--- config.mk ---
export PLATFORM = sky130hd
export DESIGN_NAME = gjr_ctrl_flat
export DESIGN_NICKNAME = d
export VERILOG_FILES = /design/src/hw/rtl/gjr_pkg.sv /design/src/hw/rtl/gjr_if.sv /design/src/hw/rtl/gjr_ctrl.sv /design/src/flat_wrapper.sv
export SDC_FILE = /design/constraint.sdc
export NUM_CORES = 1
export LEC_CHECK = 0
export ABC_AREA = 1
export BUFFER_PORTS_ARGS = -buffer_cell sky130_fd_sc_hd__buf_2
export CORE_MARGIN = 1
export CORE_UTILIZATION = 52
export DETAILED_ROUTE_END_ITERATION = 8
export PLACE_DENSITY_LB_ADDON = 0.1
export SLEW_MARGIN = 20
export SYNTH_ARGS = -nofsm -noshare
export SYNTH_HDL_FRONTEND = slang
export SYNTH_SLANG_ARGS = --single-unit
--- constraint.sdc ---
create_clock -name clk -period 5.5 [get_ports clk]
set_clock_uncertainty 0.1 [all_clocks]
set_input_delay 1.1 -clock clk [delete_from_list [all_inputs] [get_ports clk]]
set_output_delay 1.1 -clock clk [all_outputs]
set_load 0.005 [all_outputs]
--- src/hw/rtl/gjr_pkg.sv ---
`default_nettype none
package gjr_pkg;
  localparam int DATA_W = 32;

  // register indexes
  localparam logic [3:0] REG_ROWS = 4'd0;
  localparam logic [3:0] REG_COLS = 4'd1;

  // datapath commands
  typedef enum logic [2:0] {
    CMD_NONE,
    CMD_LOAD,
    CMD_READ,
    CMD_WRITE,
    CMD_DIV,
    CMD_MSUB
  } cmd_op_t;

  typedef struct packed {
    cmd_op_t    op;
    logic [3:0] rd_row;
    logic [3:0] rd_col;
    logic [3:0] wr_row;
    logic [3:0] wr_col;
    logic [1:0] sel;     // which holding register a read lands in / write sources
  } dp_cmd_t;

  typedef struct packed {
    logic        div_busy;
    logic        rd_zero;
  } dp_stat_t;

  // read destinations
  localparam logic [1:0] SEL_A   = 2'd0;  // element
  localparam logic [1:0] SEL_P   = 2'd1;  // pivot / factor
  localparam logic [1:0] SEL_B   = 2'd2;  // second element
  localparam logic [1:0] SEL_RES = 2'd3;  // write source: result register
endpackage
`default_nettype wire

--- src/hw/rtl/gjr_if.sv ---
`default_nettype none
interface gjr_in_if;
  logic        valid;
  logic        ready;
  logic signed [31:0] element;
  modport source (output valid, output element, input ready);
  modport sink (input valid, input element, output ready);
endinterface

interface gjr_out_if;
  logic        valid;
  logic        ready;
  logic signed [31:0] value;
  logic [2:0]  row_index;
  logic [2:0]  col_index;
  logic        last;
  modport source (output valid, output value, output row_index, output col_index,
                  output last, input ready);
  modport sink (input valid, input value, input row_index, input col_index,
                input last, output ready);
endinterface

interface gjr_cfg_if;
  logic        valid;
  logic        ready;
  logic [3:0]  index;
  logic [31:0] data;
  modport source (output valid, output index, output data, input ready);
  modport sink (input valid, input index, input data, output ready);
endinterface
`default_nettype wire

--- src/hw/rtl/gjr_ctrl.sv ---
`default_nettype none
module gjr_ctrl #(
  parameter int MAX_ROWS = 8,
  parameter int MAX_COLS = 8
) (
  input  wire                clk,
  input  wire                rst_n,
  gjr_in_if.sink             in_ch,
  gjr_out_if.source          out_ch,
  gjr_cfg_if.sink            cfg_ch,
  input  gjr_pkg::dp_stat_t  stat,
  input  wire [31:0]         rd_data,
  output gjr_pkg::dp_cmd_t   cmd
);
  import gjr_pkg::*;

  typedef enum logic [4:0] {
    S_LOAD, S_SRCH_RD, S_SRCH_W1, S_SRCH_CHK,
    S_SW_RD1, S_SW_RD2, S_SW_W0, S_SW_W1, S_SW_WR1, S_SW_WR2,
    S_DV_RD, S_DV_W0, S_DV_W1, S_DV_GO, S_DV_WAIT, S_DV_WR,
    S_EL_RDF, S_EL_RDP, S_EL_RDB, S_EL_W0, S_EL_W1, S_EL_MUL, S_EL_SUB, S_EL_WR,
    S_NEXT, S_OUT_RD, S_OUT_W, S_OUT_HOLD
  } state_t;

  state_t     state_r;
  logic [3:0] rows_cfg_r, cols_cfg_r;
  logic [3:0] rows, cols;
  logic [3:0] lr_r, lc_r;          // load position
  logic [3:0] prow_r, lead_r, srow_r, i_r, j_r;
  logic [31:0] val_r;
  logic       ovld_r, olast_r;
  logic [3:0] orow_r, ocol_r;

  // clamp dimensions
  always_comb begin
    rows = (rows_cfg_r == 4'd0) ? 4'd1 :
           (32'(rows_cfg_r) > MAX_ROWS) ? 4'(MAX_ROWS) : rows_cfg_r;
    cols = (cols_cfg_r == 4'd0) ? 4'd1 :
           (32'(cols_cfg_r) > MAX_COLS) ? 4'(MAX_COLS) : cols_cfg_r;
  end

  // register writes only while loading; a write beat holds off the element
  assign in_ch.ready  = (state_r == S_LOAD) && !cfg_ch.valid;
  assign cfg_ch.ready = (state_r == S_LOAD);
  assign out_ch.valid = ovld_r;
  assign out_ch.value = val_r;
  assign out_ch.row_index = orow_r[2:0];
  assign out_ch.col_index = ocol_r[2:0];
  assign out_ch.last  = olast_r;

  logic [3:0] i_nxt;
  logic [3:0] ex_nxt;
  always_comb begin
    // next row for elimination, skipping the pivot row
    i_nxt = i_r + 4'd1;
    if (i_nxt == prow_r) i_nxt = i_nxt + 4'd1;
    ex_nxt = srow_r + 4'd1;
  end

  // command decode
  always_comb begin
    cmd = '{op: CMD_NONE, rd_row: 4'd0, rd_col: 4'd0, wr_row: lr_r, wr_col: lc_r,
            sel: SEL_A};
    unique case (state_r)
      S_LOAD:    if (in_ch.valid && in_ch.ready) cmd.op = CMD_LOAD;
      S_SRCH_RD: cmd = '{CMD_READ, srow_r, lead_r, 4'd0, 4'd0, SEL_A};
      S_SW_RD1:  cmd = '{CMD_READ, srow_r, j_r, 4'd0, 4'd0, SEL_A};
      S_SW_RD2:  cmd = '{CMD_READ, prow_r, j_r, 4'd0, 4'd0, SEL_B};
      S_SW_WR1:  cmd = '{CMD_WRITE, 4'd0, 4'd0, prow_r, j_r, SEL_A};
      S_SW_WR2:  cmd = '{CMD_WRITE, 4'd0, 4'd0, srow_r, j_r, SEL_B};
      S_DV_RD:   cmd = '{CMD_READ, prow_r, j_r, 4'd0, 4'd0,
                         (j_r == lead_r) ? SEL_P : SEL_A};
      S_DV_GO:   cmd.op = CMD_DIV;
      S_DV_WR:   cmd = '{CMD_WRITE, 4'd0, 4'd0, prow_r, j_r, SEL_RES};
      S_EL_RDF:  cmd = '{CMD_READ, i_r, lead_r, 4'd0, 4'd0, SEL_P};
      S_EL_RDP:  cmd = '{CMD_READ, prow_r, j_r, 4'd0, 4'd0, SEL_A};
      S_EL_RDB:  cmd = '{CMD_READ, i_r, j_r, 4'd0, 4'd0, SEL_B};
      S_EL_MUL:  cmd.op = CMD_MSUB;
      S_EL_WR:   cmd = '{CMD_WRITE, 4'd0, 4'd0, i_r, j_r, SEL_RES};
      S_OUT_RD:  cmd = '{CMD_READ, i_r, j_r, 4'd0, 4'd0, SEL_A};
      default:   ;
    endcase
  end

  always_ff @(posedge clk) begin
    if (!rst_n) begin
      state_r <= S_LOAD;
      rows_cfg_r <= 4'd8;
      cols_cfg_r <= 4'd8;
      lr_r <= '0; lc_r <= '0;
      prow_r <= '0; lead_r <= '0; srow_r <= '0; i_r <= '0; j_r <= '0;
      ovld_r <= 1'b0; olast_r <= 1'b0;
    end else begin
      if (cfg_ch.valid && cfg_ch.ready) begin
        if (cfg_ch.index == 4'(REG_ROWS)) begin
          rows_cfg_r <= cfg_ch.data[3:0]; lr_r <= '0; lc_r <= '0;
        end else if (cfg_ch.index == 4'(REG_COLS)) begin
          cols_cfg_r <= cfg_ch.data[3:0]; lr_r <= '0; lc_r <= '0;
        end
      end
      if (out_ch.ready && ovld_r && state_r != S_OUT_HOLD) ovld_r <= 1'b0;
      unique case (state_r)
        S_LOAD: if (in_ch.valid && in_ch.ready) begin
          // advance load position; last element starts the reduction
          if (lc_r + 4'd1 >= cols) begin
            lc_r <= '0;
            if (lr_r + 4'd1 >= rows) begin
              lr_r <= '0;
              prow_r <= '0; lead_r <= '0; srow_r <= '0;
              state_r <= S_SRCH_RD;
            end else lr_r <= lr_r + 4'd1;
          end else lc_r <= lc_r + 4'd1;
        end
        S_SRCH_RD:  state_r <= S_SRCH_W1;
        S_SRCH_W1:  state_r <= S_SRCH_CHK;
        S_SRCH_CHK: begin
          if (!stat.rd_zero) begin
            // read pivot first when no swap is needed
            j_r <= (srow_r == prow_r) ? lead_r : 4'd0;
            state_r <= (srow_r != prow_r) ? S_SW_RD1 : S_DV_RD;
          end else if (ex_nxt == rows) begin
            srow_r <= prow_r;
            if (lead_r + 4'd1 == cols) begin
              i_r <= '0; j_r <= '0; state_r <= S_OUT_RD;
            end else begin
              lead_r <= lead_r + 4'd1; state_r <= S_SRCH_RD;
            end
          end else begin
            srow_r <= ex_nxt; state_r <= S_SRCH_RD;
          end
        end
        S_SW_RD1: state_r <= S_SW_RD2;
        S_SW_RD2: state_r <= S_SW_W0;
        S_SW_W0:  state_r <= S_SW_W1;
        S_SW_W1:  state_r <= S_SW_WR1;
        S_SW_WR1: state_r <= S_SW_WR2;
        S_SW_WR2: begin
          if (j_r + 4'd1 == cols) begin
            j_r <= lead_r; state_r <= S_DV_RD;
          end else begin
            j_r <= j_r + 4'd1; state_r <= S_SW_RD1;
          end
        end
        // pivot column first so the pivot is captured before overwrite
        S_DV_RD: state_r <= S_DV_W0;
        S_DV_W0: state_r <= S_DV_W1;
        S_DV_W1: state_r <= S_DV_GO;
        S_DV_GO: state_r <= S_DV_WAIT;
        S_DV_WAIT: if (!stat.div_busy) state_r <= S_DV_WR;
        S_DV_WR: begin
          // wrap around the row starting from the lead column
          if (((j_r + 4'd1 == cols) ? 4'd0 : j_r + 4'd1) == lead_r) begin
            i_r <= (prow_r == 4'd0) ? 4'd1 : 4'd0;
            j_r <= '0;
            state_r <= ((prow_r == 4'd0 ? 4'd1 : 4'd0) >= rows) ? S_NEXT : S_EL_RDF;
          end else begin
            j_r <= (j_r + 4'd1 == cols) ? 4'd0 : j_r + 4'd1;
            state_r <= S_DV_RD;
          end
        end
        S_EL_RDF: state_r <= S_EL_RDP;
        S_EL_RDP: state_r <= S_EL_RDB;
        S_EL_RDB: state_r <= S_EL_W0;
        S_EL_W0:  state_r <= S_EL_W1;
        S_EL_W1:  state_r <= S_EL_MUL;
        S_EL_MUL: state_r <= S_EL_SUB;
        S_EL_SUB: state_r <= S_EL_WR;
        S_EL_WR: begin
          if (j_r + 4'd1 == cols) begin
            j_r <= '0;
            if (i_nxt >= rows) state_r <= S_NEXT;
            else begin i_r <= i_nxt; state_r <= S_EL_RDF; end
          end else begin
            j_r <= j_r + 4'd1;
            state_r <= S_EL_RDP;
          end
        end
        S_NEXT: begin
          if (prow_r + 4'd1 == rows || lead_r + 4'd1 >= cols) begin
            i_r <= '0; j_r <= '0; state_r <= S_OUT_RD;
          end else begin
            prow_r <= prow_r + 4'd1; srow_r <= prow_r + 4'd1;
            lead_r <= lead_r + 4'd1; state_r <= S_SRCH_RD;
          end
        end
        S_OUT_RD: state_r <= S_OUT_W;
        S_OUT_W:  state_r <= S_OUT_HOLD;
        S_OUT_HOLD: if (!ovld_r || out_ch.ready) begin
          // hand one beat to the output register
          ovld_r <= 1'b1;
          val_r  <= rd_data;
          orow_r <= i_r; ocol_r <= j_r;
          olast_r <= (i_r + 4'd1 == rows) && (j_r + 4'd1 == cols);
          if (j_r + 4'd1 == cols) begin
            j_r <= '0;
            if (i_r + 4'd1 == rows) begin
              i_r <= '0; state_r <= S_LOAD;
            end else begin
              i_r <= i_r + 4'd1; state_r <= S_OUT_RD;
            end
          end else begin
            j_r <= j_r + 4'd1; state_r <= S_OUT_RD;
          end
        end
        default: state_r <= S_LOAD;
      endcase
    end
  end
endmodule
`default_nettype wire

--- src/flat_wrapper.sv ---
// flat-port wrapper written by rule: the top's interface ports become plain ports
module gjr_ctrl_flat import gjr_pkg::*;
#(
  parameter int MAX_ROWS = 8,
  parameter int MAX_COLS = 8
)
  (clk, rst_n, stat, rd_data, cmd, in_ch_valid, in_ch_element, in_ch_ready, out_ch_valid, out_ch_value, out_ch_row_index, out_ch_col_index, out_ch_last, out_ch_ready, cfg_ch_valid, cfg_ch_index, cfg_ch_data, cfg_ch_ready);
  gjr_in_if in_ch_i ();
  gjr_out_if out_ch_i ();
  gjr_cfg_if cfg_ch_i ();
  input  wire clk;
  input  wire rst_n;
  input  gjr_pkg::dp_stat_t stat;
  input  wire [31:0] rd_data;
  output gjr_pkg::dp_cmd_t cmd;
  input wire logic [$bits(in_ch_i.valid)-1:0] in_ch_valid;
  input wire logic [$bits(in_ch_i.element)-1:0] in_ch_element;
  output wire logic [$bits(in_ch_i.ready)-1:0] in_ch_ready;
  output wire logic [$bits(out_ch_i.valid)-1:0] out_ch_valid;
  output wire logic [$bits(out_ch_i.value)-1:0] out_ch_value;
  output wire logic [$bits(out_ch_i.row_index)-1:0] out_ch_row_index;
  output wire logic [$bits(out_ch_i.col_index)-1:0] out_ch_col_index;
  output wire logic [$bits(out_ch_i.last)-1:0] out_ch_last;
  input wire logic [$bits(out_ch_i.ready)-1:0] out_ch_ready;
  input wire logic [$bits(cfg_ch_i.valid)-1:0] cfg_ch_valid;
  input wire logic [$bits(cfg_ch_i.index)-1:0] cfg_ch_index;
  input wire logic [$bits(cfg_ch_i.data)-1:0] cfg_ch_data;
  output wire logic [$bits(cfg_ch_i.ready)-1:0] cfg_ch_ready;
  assign in_ch_i.valid = in_ch_valid;
  assign in_ch_i.element = in_ch_element;
  assign in_ch_ready = in_ch_i.ready;
  assign out_ch_valid = out_ch_i.valid;
  assign out_ch_value = out_ch_i.value;
  assign out_ch_row_index = out_ch_i.row_index;
  assign out_ch_col_index = out_ch_i.col_index;
  assign out_ch_last = out_ch_i.last;
  assign out_ch_i.ready = out_ch_ready;
  assign cfg_ch_i.valid = cfg_ch_valid;
  assign cfg_ch_i.index = cfg_ch_index;
  assign cfg_ch_i.data = cfg_ch_data;
  assign cfg_ch_ready = cfg_ch_i.ready;
  gjr_ctrl #(.MAX_ROWS(MAX_ROWS), .MAX_COLS(MAX_COLS)) u_core (.clk(clk), .rst_n(rst_n), .in_ch(in_ch_i), .out_ch(out_ch_i), .cfg_ch(cfg_ch_i), .stat(stat), .rd_data(rd_data), .cmd(cmd));
endmodule
==> flow_summary.yaml, run 1 <==
status:
  status: "complete, no violations"
timing:
  max_slew_margin: 0.454
  tightestPinTransition_ps: 816
  hold_viol: 0
  tns_ps: 0
  slew_violations: 0
  fin_crit_ps: 4080
  fin_crit_sh: 0.742
  max_freq_ghz: 0.245
  finalSetupViolCount: 0
  grt_setup_unrepaired: "no"
power_and_ir_drop:
  total_power_uw: 1160
  power_frac_clock: 0.407
  vdd.ir_drop.worst_mv: 0.136
  p_sw_frac: 0.248
  p_comb_frac: 0.047
  power.density_nw_per_um2: 184
  p_seq_frac: 0.546
  p_switching_uw: 288
  p_int_uw: 873
  p_leak_uw: 0.00299
clock_network:
  clock_latency_ps: 380
  post-cts-setup-buffers: 0
  clock-sinks: 81
  cts_root_buf: "clkbuf_8"
  cts-buffers-inserted: 9
  path_clk_slew_ps: 100
  ctsResizeCount: 0
  htreeDepth: 3
  cts_tree: "done"
  clock_path_buffers: 2
  cts_hold_buf: 0
die:
  die_x_microns: 104
  row_count: 36
  design.core.area_sq_um: 9950
  die_y_microns: 104
  ios: 170
  die_area_sq_um: 10800
  start_util: 0.545
routing:
  totalWireLength_microns: 14800
  via_count: 5413
  vias_per_cell: 5.52
  ant_nets: 0
  drc: 0
  drt-initial-drc-count: 530
  dr.pass1.iters: 6
  drt-wirelength-per-cell_microns: 15.1
setup_path:
  cp_max_fo: 10
  start_kind: "flip-flop"
  worstSetupPathType: "reg -> out"
  timing.rr.end: "u_core.i_r[1]"
  r2r-start: "u_core.i_r[0]"
  worst-endpoint-required_ps: 4300
  rrSetupSlack_ps: 1660
  r2r_cells: 25
  end_kind: "output pin"
  arrival_ps: 2880
synth:
  postSynthCellCount: 734
  synth_common_cells: "nand2_1, inv_1, nor2_1"
  synth-seq-cells: 81
  synth_top_area_frac: 0.210
  synth_most_common_cell: "nand2_1"
  synth_top_area_cell: "edfxtp_1"
  seq_area_frac_synth: 0.369
  syn_avg_cell_area_sq_um: 7.39
  syn_area_sq_um: 5420
  synth_area_leaders: "edfxtp_1, dfxtp_1, nand2_1"
  synth_warnings: 0
  async_reset_ff_frac: 0
  syn_nets: 867
  ys.flop_type: "dfxtp_1"
  synth_edf_count: 38
  synth.distinct_cells: 44
place:
  portBuffers: 109
  place_hpwl_microns: 11500
  dp.cells: 964
  gp_congestion: 0.938
  placed_area_sq_um: 6080
grt:
  grt_pass1_vias: 4845
  grt.total_usage: 0.273
  grt_max_degree: 31
  overflow: 0
  grt_antenna_before_repair: 0
  grt_pass1_wl_microns: 23400
worst_hold_path:
  holdPathStages: 2
  min_from: "u_core.lc_r[3]"
  min_to: "u_core.lc_r[3]"
  hp-class: "reg -> reg"
cells_and_area:
  insertedDiodeCount: 0
  layout.nets: 975
  design_area_sq_um: 6290
  final_cells: 980
  area_growth_pct: 16.0
  final_layout_size_suffix_gt1_frac: 0.221
job:
  drv_cap: 0
power groups by stage:
stage	Clock, uW	Combinational (uW)	Sequential [uW]
CTS	475	54.6	633
floorplan	0	28.1	646
global placement	0	52.2	647
finish	473	54.5	634
detailed placement	0	54.2	647
global route	501	60.8	634
cells in the final DEF (no fill, tap or decap), types with 2 or more instances in the layout:
master,n
xor2_1,13
ha_1,26
nand2_2,10
o21ai_1,12
nand3_1,45
o21ai_2,2
clkbuf_8,9
a211oi_1,2
o21ai_0,30
clkinv_4,2
nand3_4,2
dfxtp_1,43
buf_2,109
or2_2,2
nand4_1,24
o211ai_1,8
nor2_4,6
nand2_1,163
inv_1,92
nor2_1,71
nand2_4,5
inv_6,3
nor3_2,4
o22ai_1,14
buf_4,2
nor2_2,8
xnor2_1,7
nand3_2,3
o2111ai_1,2
edfxtp_1,38
nor3_1,5
inv_2,13
a31oi_1,4
a21oi_1,55
critical path, cell delays in order (launching register included):
cell and delay [ps]:
dfxtp_1 470, inv_2 120, nand3_2 130, nor2_4 90
inv_1 190, nand2_1 190, nor3_2 540, nand3_2 390
o21ai_1 250, buf_2 140
worst max-delay path by stage:
stage                     slack (ps)  cells after the start         startpoint               end
after global routing            1270                     26      u_core.i_r[0]     u_core.i_r[1]
after floorplan                  920                      3              rst_n  u_core.ocol_r[0]
after global placement          1830                     25      u_core.i_r[0]     u_core.i_r[0]
final                           1420                      9  u_core.state_r[4]            cmd[8]
after CTS                       1480                      9  u_core.state_r[4]            cmd[9]
after detailed placement        1730                     25      u_core.i_r[0]     u_core.i_r[2]
logic make-up (layout without fill, tap and decap cells):
kind of cell	count (synthesis)	after routing	synth area share
compound gates	135	135	0.143
fa+ha+maj	26	26	0.0600
buf+inv	121	234	0.0881
flops	81	81	0.369
simple gates	351	351	0.308
xor+xnor	20	20	0.0323
through the flow:
step	setup slack [ps]	utilization	hold WS, ps
global placement	1830	0.611	353
finish	1420	0.632	380
CTS	1480	0.632	384
floorplan	923	-	331
detailed placement	1730	0.611	368
global route	1270	0.632	414
layout make-up:
class / count / area [sq um]
flip-flops and latches: 81 / 2000
repair buffers: 111 / 561
clock buffers: 9 / 124
well taps: 133 / 166
multi-input cells: 532 / 2950
clock inverters: 7 / 83.8
inverters: 107 / 407
fillers: 904 / 3660
routing by layer:
metal	vias to the layer above	part of all wire	GRT usage
met5	-	0	0
met2	285	0.44	0.429
met3	31	0.089	0.0627
met1	2419	0.45	0.370
met4	0	0.023	0.0888
li1	2678	-	-
sequential cells by signal, indices dropped and copies added (netlist names):
name / flops
u_core.cols_cfg_r: 4
u_core.i_r: 4
u_core.srow_r: 4
u_core.rows_cfg_r: 4
u_core.out_ch.valid: 1
u_core.lead_r: 4
u_core.state_r: 5
u_core.prow_r: 4
u_core.out_ch.value: 32
u_core.j_r: 4
u_core.lr_r: 4
u_core.out_ch.last: 1
u_core.ocol_r: 3
u_core.lc_r: 4
u_core.orow_r: 3
Power figures use the tool's default switching activity.
==> run 2: changes to the inputs <==
- CORE_UTILIZATION: 52 -> 47
- clock period: 5.5 -> 3.7 ns (I/O delays scaled with it)
==> flow_summary.yaml, run 2 (synthesized netlist as in run 1, its figures left out) <==
routing:
  totalWireLength_microns: 15600
  vias_per_cell: 5.46
  dr.pass1.iters: 5
  via_count: 5424
  ant_nets: 0
  drc: 0
  drt-wirelength-per-cell_microns: 15.7
  drt-initial-drc-count: 370
place:
  portBuffers: 109
  placed_area_sq_um: 6160
  dp.cells: 978
  gp_congestion: 0.918
  place_hpwl_microns: 12100
cells_and_area:
  final_cells: 994
  area_growth_pct: 19.8
  layout_common_cells: "nand2_1, buf_2, inv_1"
  final_layout_size_suffix_gt1_frac: 0.233
  largest_reg_flops: 32
  design_area_sq_um: 6500
  final_common_cell: "nand2_1"
  insertedDiodeCount: 0
  layout.nets: 982
die:
  row_count: 38
  design.core.area_sq_um: 11000
  die_y_microns: 109
  die_x_microns: 109
  die_area_sq_um: 12000
  start_util: 0.492
  ios: 170
power_and_ir_drop:
  p_seq_frac: 0.484
  power.density_nw_per_um2: 300
  p_switching_uw: 415
  p_sw_frac: 0.213
  power_frac_clock: 0.475
  p_comb_frac: 0.042
  p_int_uw: 1540
  p_leak_uw: 0.00307
  vdd.ir_drop.worst_mv: 0.271
clock_network:
  path_clk_slew_ps: 60
  cts-buffers-inserted: 9
  clock_path_buffers: 2
  cts_root_buf: "clkbuf_16"
  clock_latency_ps: 350
  cts_tree: "done"
  htreeDepth: 3
  clock-sinks: 81
grt:
  grt_max_degree: 30
  grt_pass1_wl_microns: 24400
  grt.total_usage: 0.268
  overflow: 0
  grt_pass1_vias: 4918
  grt_antenna_before_repair: 0
status:
  status: "complete, no violations"
timing:
  slew_violations: 0
  hold_viol: 0
  tightestPinTransition_ps: 552
  max_slew_margin: 0.632
  grt_setup_unrepaired: "no"
  fin_crit_sh: 0.962
  max_freq_ghz: 0.281
  fin_crit_ps: 3560
  whs_ps: 366
  finalSetupViolCount: 0
  tns_ps: 0
setup_path:
  worstSetupPathType: "reg -> out"
  worst-endpoint-required_ps: 2860
  cp_max_fo: 10
  arrival_ps: 2720
  start_kind: "flip-flop"
  end_kind: "output pin"
job:
  drv_cap: 0
worst_hold_path:
  hp-class: "reg -> reg"
-- run 2: cell count changes in the layout (fill, tap and decap cells not counted), sizes merged --
cell | previous run | this run
buf | 111 | 118
clkbuf | 9 | 12
inv | 109 | 106
-- run 2: power groups by stage --
stage | clock network [uW] | registers, uW | logic, uW
floorplan | 0 | 961 | 41.9
global placement | 0 | 962 | 79.0
detailed placement | 0 | 962 | 81.7
CTS | 946 | 943 | 82.1
global route | 980 | 943 | 93.0
finish | 925 | 943 | 81.7
-- run 2: worst paths after layout --
| kind | start | end | slack (ps) | depth (start not counted) |
|---|---|---|---|---|
| setup reg to reg | u_core.i_r[0] | u_core.i_r[1] | 370 | 25 |
| setup / recovery | u_core.state_r[3] | cmd[6] | 140 | 9 |
| hold / removal | u_core.lc_r[3] | u_core.lc_r[3] | 370 | 2 |
| hold reg to reg | u_core.lc_r[3] | u_core.lc_r[3] | 370 | 2 |
-- run 2: layout make-up --
class,instances,area [sq um]
Inverter,107,407
Clock inverter,4,51.3
Fill cell,1040,4530
Timing Repair Buffer,118,626
Multi-Input combinational cell,532,2980
Tap cell,140,175
Sequential cell,81,2000
Clock buffer,12,256
-- run 2: stage by stage --
stage	setup slack [ps]	power (uW)	utilization
2_1_floorplan	553	1000	-
3_3_place_gp	323	1040	0.559
3_5_place_dp	218	1040	0.559
4_1_cts	187	1970	0.587
5_1_grt	6.64	2020	0.589
6_report	141	1950	0.589
-- run 2: layer usage --
| layer | global-route usage | vias up | wire [microns] |
|---|---|---|---|
| met3 | 0.0439 | 20 | 1310 |
| li1 | - | 2699 | - |
| met1 | 0.366 | 2465 | 7190 |
| met5 | 0 | - | 0 |
| met4 | 0.0933 | 0 | 312 |
| met2 | 0.429 | 240 | 6750 |
-- run 2: timing repair --
item                                   CTS  global route
hold buffers                             0             0
setup buffers                            0             0
endpoints found under the hold margin    0             0
resized for setup                        0             7
setup endpoints to repair                0             5
-- run 2: worst max-delay path, cell delays in order, from the launching register on --
cell and delay (ps):
dfxtp_1 420, inv_1 130, nand2_1 190, nor2_1 140
nand2_1 150, o2111ai_1 160, nor3_2 370, nand3_2 350
o21ai_1 300, buf_2 160
